===== src/sv/ffd_pkg.sv =====
// Shared types, sizes and frame-field helpers for the fixed-length frame deframer.
// No dependencies; every other file of the block imports this package.
package ffd_pkg;

    localparam int unsigned FRAME_BYTES  = 16;
    localparam int unsigned BUFFER_BYTES = 64;
    localparam int unsigned POS_W        = $clog2(BUFFER_BYTES + 1);
    localparam int unsigned FRAME_IDX_W  = $clog2(FRAME_BYTES);

    localparam logic [7:0] HEAD_FIRST  = 8'hAA;
    localparam logic [7:0] HEAD_SECOND = 8'hBB;
    localparam logic [7:0] TAIL_MARK   = 8'hEE;

    localparam int unsigned WORD1_OFS = 2;
    localparam int unsigned WORD2_OFS = 6;
    localparam int unsigned WORD3_OFS = 10;
    localparam int unsigned FLAG_OFS  = 14;

    typedef logic [7:0] t_byte;
    typedef t_byte [FRAME_BYTES-1:0] t_frame;
    typedef logic [POS_W-1:0] t_pos;

    typedef struct packed {
        logic        found;
        logic [31:0] word_1;
        logic [31:0] word_2;
        logic [31:0] word_3;
        logic [7:0]  flag;
        logic [31:0] total;
        logic [6:0]  seen;
    } t_result;

    function automatic t_byte frame_byte(input t_frame f, input int unsigned k);
        if (k < FRAME_BYTES) begin
            return f[k[FRAME_IDX_W-1:0]];
        end
        return 8'h00;
    endfunction

    function automatic logic [31:0] frame_word(input t_frame f, input int unsigned k);
        return {frame_byte(f, k + 3), frame_byte(f, k + 2),
                frame_byte(f, k + 1), frame_byte(f, k)};
    endfunction

endpackage


===== src/sv/ffd_cell.sv =====
// One byte cell of the sliding window: loads its upstream neighbor's byte on shift.
// Depends on ffd_pkg.
module ffd_cell
    import ffd_pkg::*;
(
    input  logic  i_clk,
    input  logic  i_rst_n,
    input  logic  i_shift,
    input  t_byte i_byte,
    output t_byte o_byte
);

    t_byte r_byte;
    t_byte n_byte;

    always_comb begin
        n_byte = i_shift ? i_byte : r_byte;
    end

    always_ff @(posedge i_clk) begin
        if (!i_rst_n) begin
            r_byte <= '0;
        end else begin
            r_byte <= n_byte;
        end
    end

    assign o_byte = r_byte;

endmodule


===== src/sv/ffd_window.sv =====
// Chain of byte cells holding the last FRAME_BYTES-1 bytes; presents the candidate frame
// with the current byte on top. Depends on ffd_pkg and ffd_cell.
module ffd_window
    import ffd_pkg::*;
(
    input  logic   i_clk,
    input  logic   i_rst_n,
    input  logic   i_shift,
    input  t_byte  i_byte,
    output t_frame o_frame
);

    t_frame w_chain;

    assign w_chain[FRAME_BYTES-1] = i_byte;

    for (genvar k = 0; k < FRAME_BYTES - 1; k++) begin : g_cell
        ffd_cell u_cell (
            .i_clk   (i_clk),
            .i_rst_n (i_rst_n),
            .i_shift (i_shift),
            .i_byte  (w_chain[k+1]),
            .o_byte  (w_chain[k])
        );
    end

    assign o_frame = w_chain;

endmodule


===== src/sv/ffd_out_buf.sv =====
// Two-entry result buffer (output register plus skid) so input stays open while a
// result waits. Depends on ffd_pkg.
module ffd_out_buf
    import ffd_pkg::*;
(
    input  logic    i_clk,
    input  logic    i_rst_n,
    input  logic    i_push,
    input  t_result i_data,
    output logic    o_full,
    output logic    o_valid,
    input  logic    i_ready,
    output t_result o_data,
    output logic    o_skid_valid
);

    logic    r_out_valid;
    logic    n_out_valid;
    logic    r_skid_valid;
    logic    n_skid_valid;
    t_result r_out;
    t_result n_out;
    t_result r_skid;
    t_result n_skid;
    logic    w_pop;

    assign w_pop = r_out_valid & i_ready;

    always_comb begin
        n_out_valid  = r_out_valid;
        n_skid_valid = r_skid_valid;
        n_out        = r_out;
        n_skid       = r_skid;
        if (r_skid_valid) begin
            if (w_pop) begin
                n_out        = r_skid;
                n_skid_valid = 1'b0;
            end
        end else if (i_push) begin
            if (!r_out_valid || w_pop) begin
                n_out       = i_data;
                n_out_valid = 1'b1;
            end else begin
                n_skid       = i_data;
                n_skid_valid = 1'b1;
            end
        end else if (w_pop) begin
            n_out_valid = 1'b0;
        end
    end

    always_ff @(posedge i_clk) begin
        if (!i_rst_n) begin
            r_out_valid  <= 1'b0;
            r_skid_valid <= 1'b0;
        end else begin
            r_out_valid  <= n_out_valid;
            r_skid_valid <= n_skid_valid;
        end
    end

    always_ff @(posedge i_clk) begin
        r_out  <= n_out;
        r_skid <= n_skid;
    end

    assign o_full       = r_skid_valid;
    assign o_valid      = r_out_valid;
    assign o_data       = r_out;
    assign o_skid_valid = r_skid_valid;

endmodule


===== src/sv/fixed_frame_deframer.sv =====
// Fixed-length frame deframer: one byte beat accepted per cycle while the output skid entry is free.
// A result is registered in the output buffer before it appears on the output.
// Throughput: 1 byte per cycle; input stalls only while both output entries hold results.
// Reset (synchronous, active low) clears window cells, position, seen flag, count, buffer valids.
// Depends on ffd_pkg, ffd_window, ffd_out_buf.
module fixed_frame_deframer
    import ffd_pkg::*;
(
    input  logic        i_clk,
    input  logic        i_rst_n,
    input  logic        i_in_valid,
    output logic        o_in_ready,
    input  logic [7:0]  i_rx_byte,
    input  logic        i_buffer_end,
    output logic        o_out_valid,
    input  logic        i_out_ready,
    output logic        o_frame_found,
    output logic [31:0] o_payload_word_1,
    output logic [31:0] o_payload_word_2,
    output logic [31:0] o_payload_word_3,
    output logic [7:0]  o_flag_value,
    output logic [31:0] o_frames_total,
    output logic [6:0]  o_bytes_seen
);

    localparam t_pos POS_LIMIT = POS_W'(BUFFER_BYTES);
    localparam t_pos POS_FRAME = POS_W'(FRAME_BYTES);

    t_pos        r_pos;
    t_pos        n_pos;
    logic        r_seen;
    logic        n_seen;
    logic [31:0] r_count;
    logic [31:0] n_count;

    logic        w_accept;
    logic        w_in_range;
    t_pos        w_pos_inc;
    t_pos        w_pos_now;
    logic        w_hit;
    logic        w_push;
    logic        w_full;
    logic        w_skid_valid;
    t_frame      w_frame;
    t_result     w_res;
    t_result     w_out;

    assign w_accept   = i_in_valid & o_in_ready;
    assign w_in_range = r_pos < POS_LIMIT;
    assign w_pos_inc  = r_pos + t_pos'(1);
    assign w_pos_now  = w_in_range ? w_pos_inc : r_pos;

    ffd_window u_window (
        .i_clk   (i_clk),
        .i_rst_n (i_rst_n),
        .i_shift (w_accept & w_in_range),
        .i_byte  (i_rx_byte),
        .o_frame (w_frame)
    );

    assign w_hit = w_in_range && !r_seen && (w_pos_inc >= POS_FRAME)
                   && (w_frame[0] == HEAD_FIRST) && (w_frame[1] == HEAD_SECOND)
                   && (w_frame[FRAME_BYTES-1] == TAIL_MARK);

    always_comb begin
        n_count = w_hit ? r_count + 32'd1 : r_count;
        w_res   = '0;
        w_res.total = n_count;
        w_res.seen  = 7'(w_pos_now);
        if (w_hit) begin
            w_res.found  = 1'b1;
            w_res.word_1 = frame_word(w_frame, WORD1_OFS);
            w_res.word_2 = frame_word(w_frame, WORD2_OFS);
            w_res.word_3 = frame_word(w_frame, WORD3_OFS);
            w_res.flag   = frame_byte(w_frame, FLAG_OFS);
        end
    end

    assign w_push = w_accept & (w_hit | (i_buffer_end & ~r_seen));

    always_comb begin
        n_pos  = r_pos;
        n_seen = r_seen;
        if (w_accept) begin
            if (i_buffer_end) begin
                n_pos  = '0;
                n_seen = 1'b0;
            end else begin
                n_pos  = w_pos_now;
                n_seen = r_seen | w_hit;
            end
        end
    end

    always_ff @(posedge i_clk) begin
        if (!i_rst_n) begin
            r_pos   <= '0;
            r_seen  <= 1'b0;
            r_count <= '0;
        end else begin
            r_pos  <= n_pos;
            r_seen <= n_seen;
            if (w_accept) begin
                r_count <= n_count;
            end
        end
    end

    ffd_out_buf u_out_buf (
        .i_clk        (i_clk),
        .i_rst_n      (i_rst_n),
        .i_push       (w_push),
        .i_data       (w_res),
        .o_full       (w_full),
        .o_valid      (o_out_valid),
        .i_ready      (i_out_ready),
        .o_data       (w_out),
        .o_skid_valid (w_skid_valid)
    );

    assign o_in_ready       = ~w_full;
    assign o_frame_found    = w_out.found;
    assign o_payload_word_1 = w_out.word_1;
    assign o_payload_word_2 = w_out.word_2;
    assign o_payload_word_3 = w_out.word_3;
    assign o_flag_value     = w_out.flag;
    assign o_frames_total   = w_out.total;
    assign o_bytes_seen     = w_out.seen;

`ifndef SYNTHESIS
    a_skid_implies_out: assert property (@(posedge i_clk) disable iff (!i_rst_n)
        w_skid_valid |-> o_out_valid)
        else $error("skid entry held without output entry");

    a_pos_bound: assert property (@(posedge i_clk) disable iff (!i_rst_n)
        r_pos <= POS_LIMIT)
        else $error("buffer position past limit");

    a_end_clears: assert property (@(posedge i_clk) disable iff (!i_rst_n)
        (w_accept && i_buffer_end) |=> (r_pos == '0 && !r_seen))
        else $error("buffer end did not clear position state");

    a_hit_counts: assert property (@(posedge i_clk) disable iff (!i_rst_n)
        (w_accept && w_hit) |=> (r_count == $past(r_count) + 32'd1
                                 && r_seen == !$past(i_buffer_end)))
        else $error("frame hit not reflected in count or seen flag");
`endif

endmodule


===== config.mk =====
export PLATFORM = sky130hd
export DESIGN_NAME = fixed_frame_deframer
export DESIGN_NICKNAME = d
export VERILOG_FILES = /design/src/sv/ffd_pkg.sv /design/src/sv/ffd_cell.sv /design/src/sv/ffd_window.sv /design/src/sv/ffd_out_buf.sv /design/src/sv/fixed_frame_deframer.sv
export SDC_FILE = /design/constraint.sdc
export NUM_CORES = 1
export LEC_CHECK = 0
export BUFFER_PORTS_ARGS = -buffer_cell sky130_fd_sc_hd__buf_2
export CAP_MARGIN = 20
export CORE_ASPECT_RATIO = 1.5
export CORE_MARGIN = 1
export CORE_UTILIZATION = 50
export DETAILED_ROUTE_END_ITERATION = 8
export PLACE_DENSITY_LB_ADDON = 0.12
export SKIP_CTS_REPAIR_TIMING = 1
export SYNTH_ARGS = -nofsm -noshare
export SYNTH_HDL_FRONTEND = slang
export SYNTH_HIERARCHICAL = 1
export SYNTH_SLANG_ARGS = --single-unit

===== constraint.sdc =====
create_clock -name i_clk -period 15.9 [get_ports i_clk]
set_clock_uncertainty 0.15 [all_clocks]
set_input_delay 3.18 -clock i_clk [delete_from_list [all_inputs] [get_ports i_clk]]
set_output_delay 3.18 -clock i_clk [all_outputs]
set_load 0.02 [all_outputs]

==> impl_metrics.py <==
metrics = {
    "status": {
        "status": "finished, final reports clean",
    },
    "clocking": {
        "tritoncts": "built",
        "clock_sinks": 450,
        "cts_inserted_buffers": 42,
        "clock_tree.htree_level_count": 2,
        "cts_buffer_depth": 3,
        "insertion_delay_ns": 0.55,
        "clkTransAtPathRegs_ns": 0.06,
        "clock-root-buffer": "clkbuf_16",
    },
    "setup_path": {
        "worstReg2RegEnd": "u_out_buf/r_skid[103]$_DFFE_PP_",
        "timing.critical_path.slowest_cell_delay_ns": 0.77,
        "r2r-start": "r_pos[0]$_SDFFE_PN0P_",
        "crit_required_ns": 15.91,
        "critPathKind": "input pin to register",
        "worst_setup_path_startpoint": "i_rx_byte[0]",
        "cp_slowest_cell": "and4bb_4",
        "crit_chain": "buf_2 -> nand4bb_1 -> nor3_1 -> nand4_1 -> buf_4 -> a21oi_1 -> and4bb_4 -> buf_4",
        "critical_path.startpoint_type": "input pin",
        "critical_path.max_fanout": 55,
        "arrival_time_reported_for_the_critical_path_endpoint_ns": 6.08,
        "critPathCaptureType": "register",
        "r2r.worst_path.cells": 11,
        "regToRegSetupSlack_ns": 11.53,
        "setup.worst_path.end": "u_out_buf/r_skid[103]$_DFFE_PP_",
        "critical-path-top-cell-by-count": "buf_4",
    },
    "route": {
        "routed_via_density": 5.26,
        "first_iter_violations": 621,
        "route.detailed.wl_per_inst_um": 18.3,
        "wirelength_um": 35800,
        "route.vias.total": 10330,
        "drc": 0,
        "firstDrtPassIters": 5,
        "final_antenna_net_count": 0,
    },
    "timing": {
        "relSlewSlack_pct": 27.6,
        "rsz0062_at_grt": "no",
        "slew_violations": 0,
        "fmaxAchievable_ghz": 0.165,
        "finalCritPeriodShare_pct": 38.2,
        "final-hold-violation-count": 0,
        "setup_total_negative_slack_ns": 0,
        "finalSetupViolCount": 0,
        "worst_slew_pin_slew_ns": 1.09,
        "period_minus_slack_ns": 6.07,
    },
    "finish": {
        "most_common_cell_after_layout_fill_and_taps_aside": "edfxtp_1",
        "num-fill-cells": 3051,
        "num-nets-final": 1462,
        "final_layout_size_suffix_gt1_share_pct": 25.8,
        "instances_no_fill": 1963,
        "final_cell_mix": "edfxtp_1, dfxtp_1, buf_2",
        "synthToLayoutAreaGrowth_pct": 12.2,
    },
    "floorplan": {
        "boundaryPins": 159,
        "rows": 86,
        "dieArea_um2": 38500,
        "dieHeight_um": 240,
        "floorplan.initialDensity_pct": 51.0,
        "fp.dieW_um": 160,
        "core_area_um2": 36900,
    },
    "power": {
        "vdd_ir_drop_max_mv": 0.0667,
        "leakage_nw": 8.25,
        "pwr_dens_nw_per_um2": 108,
    },
    "synthesis": {
        "synth_warnings": 6,
        "syn-num-nets": 1319,
        "syn_area_per_cell_um2": 14.5,
        "area_of_the_mapped_netlist_um2": 18800,
        "syn-instance-count": 1302,
    },
    "global_route": {
        "grt.overflow.total": 0,
        "grt_pass1_wl_um": 56400,
        "grt_start_max_net_pins": 145,
        "first_global_vias": 10101,
        "grt_util_all_layers_pct": 18.7,
        "grt_antenna_before_repair": 2,
    },
    "flow_run": {
        "timing.max_cap.violations": 0,
    },
    "placed_design": {
        "numPlacedInstances": 1884,
        "port_buffers": 158,
        "place_hpwl_um": 22200,
        "routabilityCongestion": 0.782,
    },
    "hold_path": {
        "hold_path_class": "register to register",
    },
}
-- worst min path at each step --
| stage | from | end | slack (ns) | cells after the start |
|---|---|---|---|---|
| 2_1_floorplan | r_count[31]$_SDFFE_PN0P_ | r_count[31]$_SDFFE_PN0P_ | 0.30 | 2 |
| 5_1_grt | r_seen$_SDFFE_PN0P_ | r_seen$_SDFFE_PN0P_ | 0.37 | 2 |
| 3_5_place_dp | r_count[31]$_SDFFE_PN0P_ | r_count[31]$_SDFFE_PN0P_ | 0.34 | 2 |
| 6_report | r_count[31]$_SDFFE_PN0P_ | r_count[31]$_SDFFE_PN0P_ | 0.35 | 2 |
| 3_3_place_gp | r_count[31]$_SDFFE_PN0P_ | r_count[31]$_SDFFE_PN0P_ | 0.32 | 2 |
| 4_1_cts | r_count[31]$_SDFFE_PN0P_ | r_count[31]$_SDFFE_PN0P_ | 0.35 | 2 |
-- where the power goes --
part	switching, mW	leakage [nW]	internal (mW)
combinational	0.0578	3.25	0.0310
sequential	0.00838	4.37	1.25
clock	0.422	0.630	0.522
-- critical path: cells and delay by family --
kind            cells  cell delay, ns
buf+inv             3            1.15
simple gates        4            1.39
compound gates      1            0.32
-- area by class of cell --
cell class	count	area (um^2)	area share [%]
inverter	14	52.6	0.249
timing repair buffer	172	923	4.37
antenna	1	2.50	0.0118
tap	484	606	2.87
multi-input combinational	765	6390	30.2
clock buffer	60	1190	5.64
sequential	450	11900	56.3
clock inverter	17	80.1	0.379
-- metrics by stage --
step | hold WS [ns] | utilization [%] | worst slack (ns) | power, mW | cell area [um^2]
2_1_floorplan | 0.304 | - | 3.59 | 1.36 | 18800
3_3_place_gp | 0.316 | 53.8 | 9.27 | 1.37 | 19800
3_5_place_dp | 0.337 | 53.8 | 9.23 | 1.38 | 19800
4_1_cts | 0.346 | 57.2 | 9.81 | 2.32 | 21100
5_1_grt | 0.371 | 57.3 | 9.54 | 2.37 | 21100
6_report | 0.345 | 57.3 | 9.83 | 2.29 | 21100
-- routing by layer --
metal | track usage, % | vias up | part of all wire (%) | wire, um
met2 | 31.5 | 183 | 49 | 17600
li1 | - | 5033 | - | -
met1 | 24.7 | 5063 | 45 | 16200
met5 | 0 | - | 0 | 0
met4 | 6.26 | 0 | 2.4 | 847
met3 | 2.77 | 51 | 3.4 | 1210
-- sequential cells by signal (all words and copies together) (netlist names) --
| name | cells |
|---|---|
| r_count | 32 |
| r_pos | 7 |
| r_seen | 1 |
| u_out_buf/o_data | 144 |
| u_out_buf/o_full | 1 |
| u_out_buf/o_valid | 1 |
| u_out_buf/r_skid | 144 |
| u_window/g_cell.u_cell/o_byte | 120 |
No activity file was read; power rests on OpenSTA's default activity.
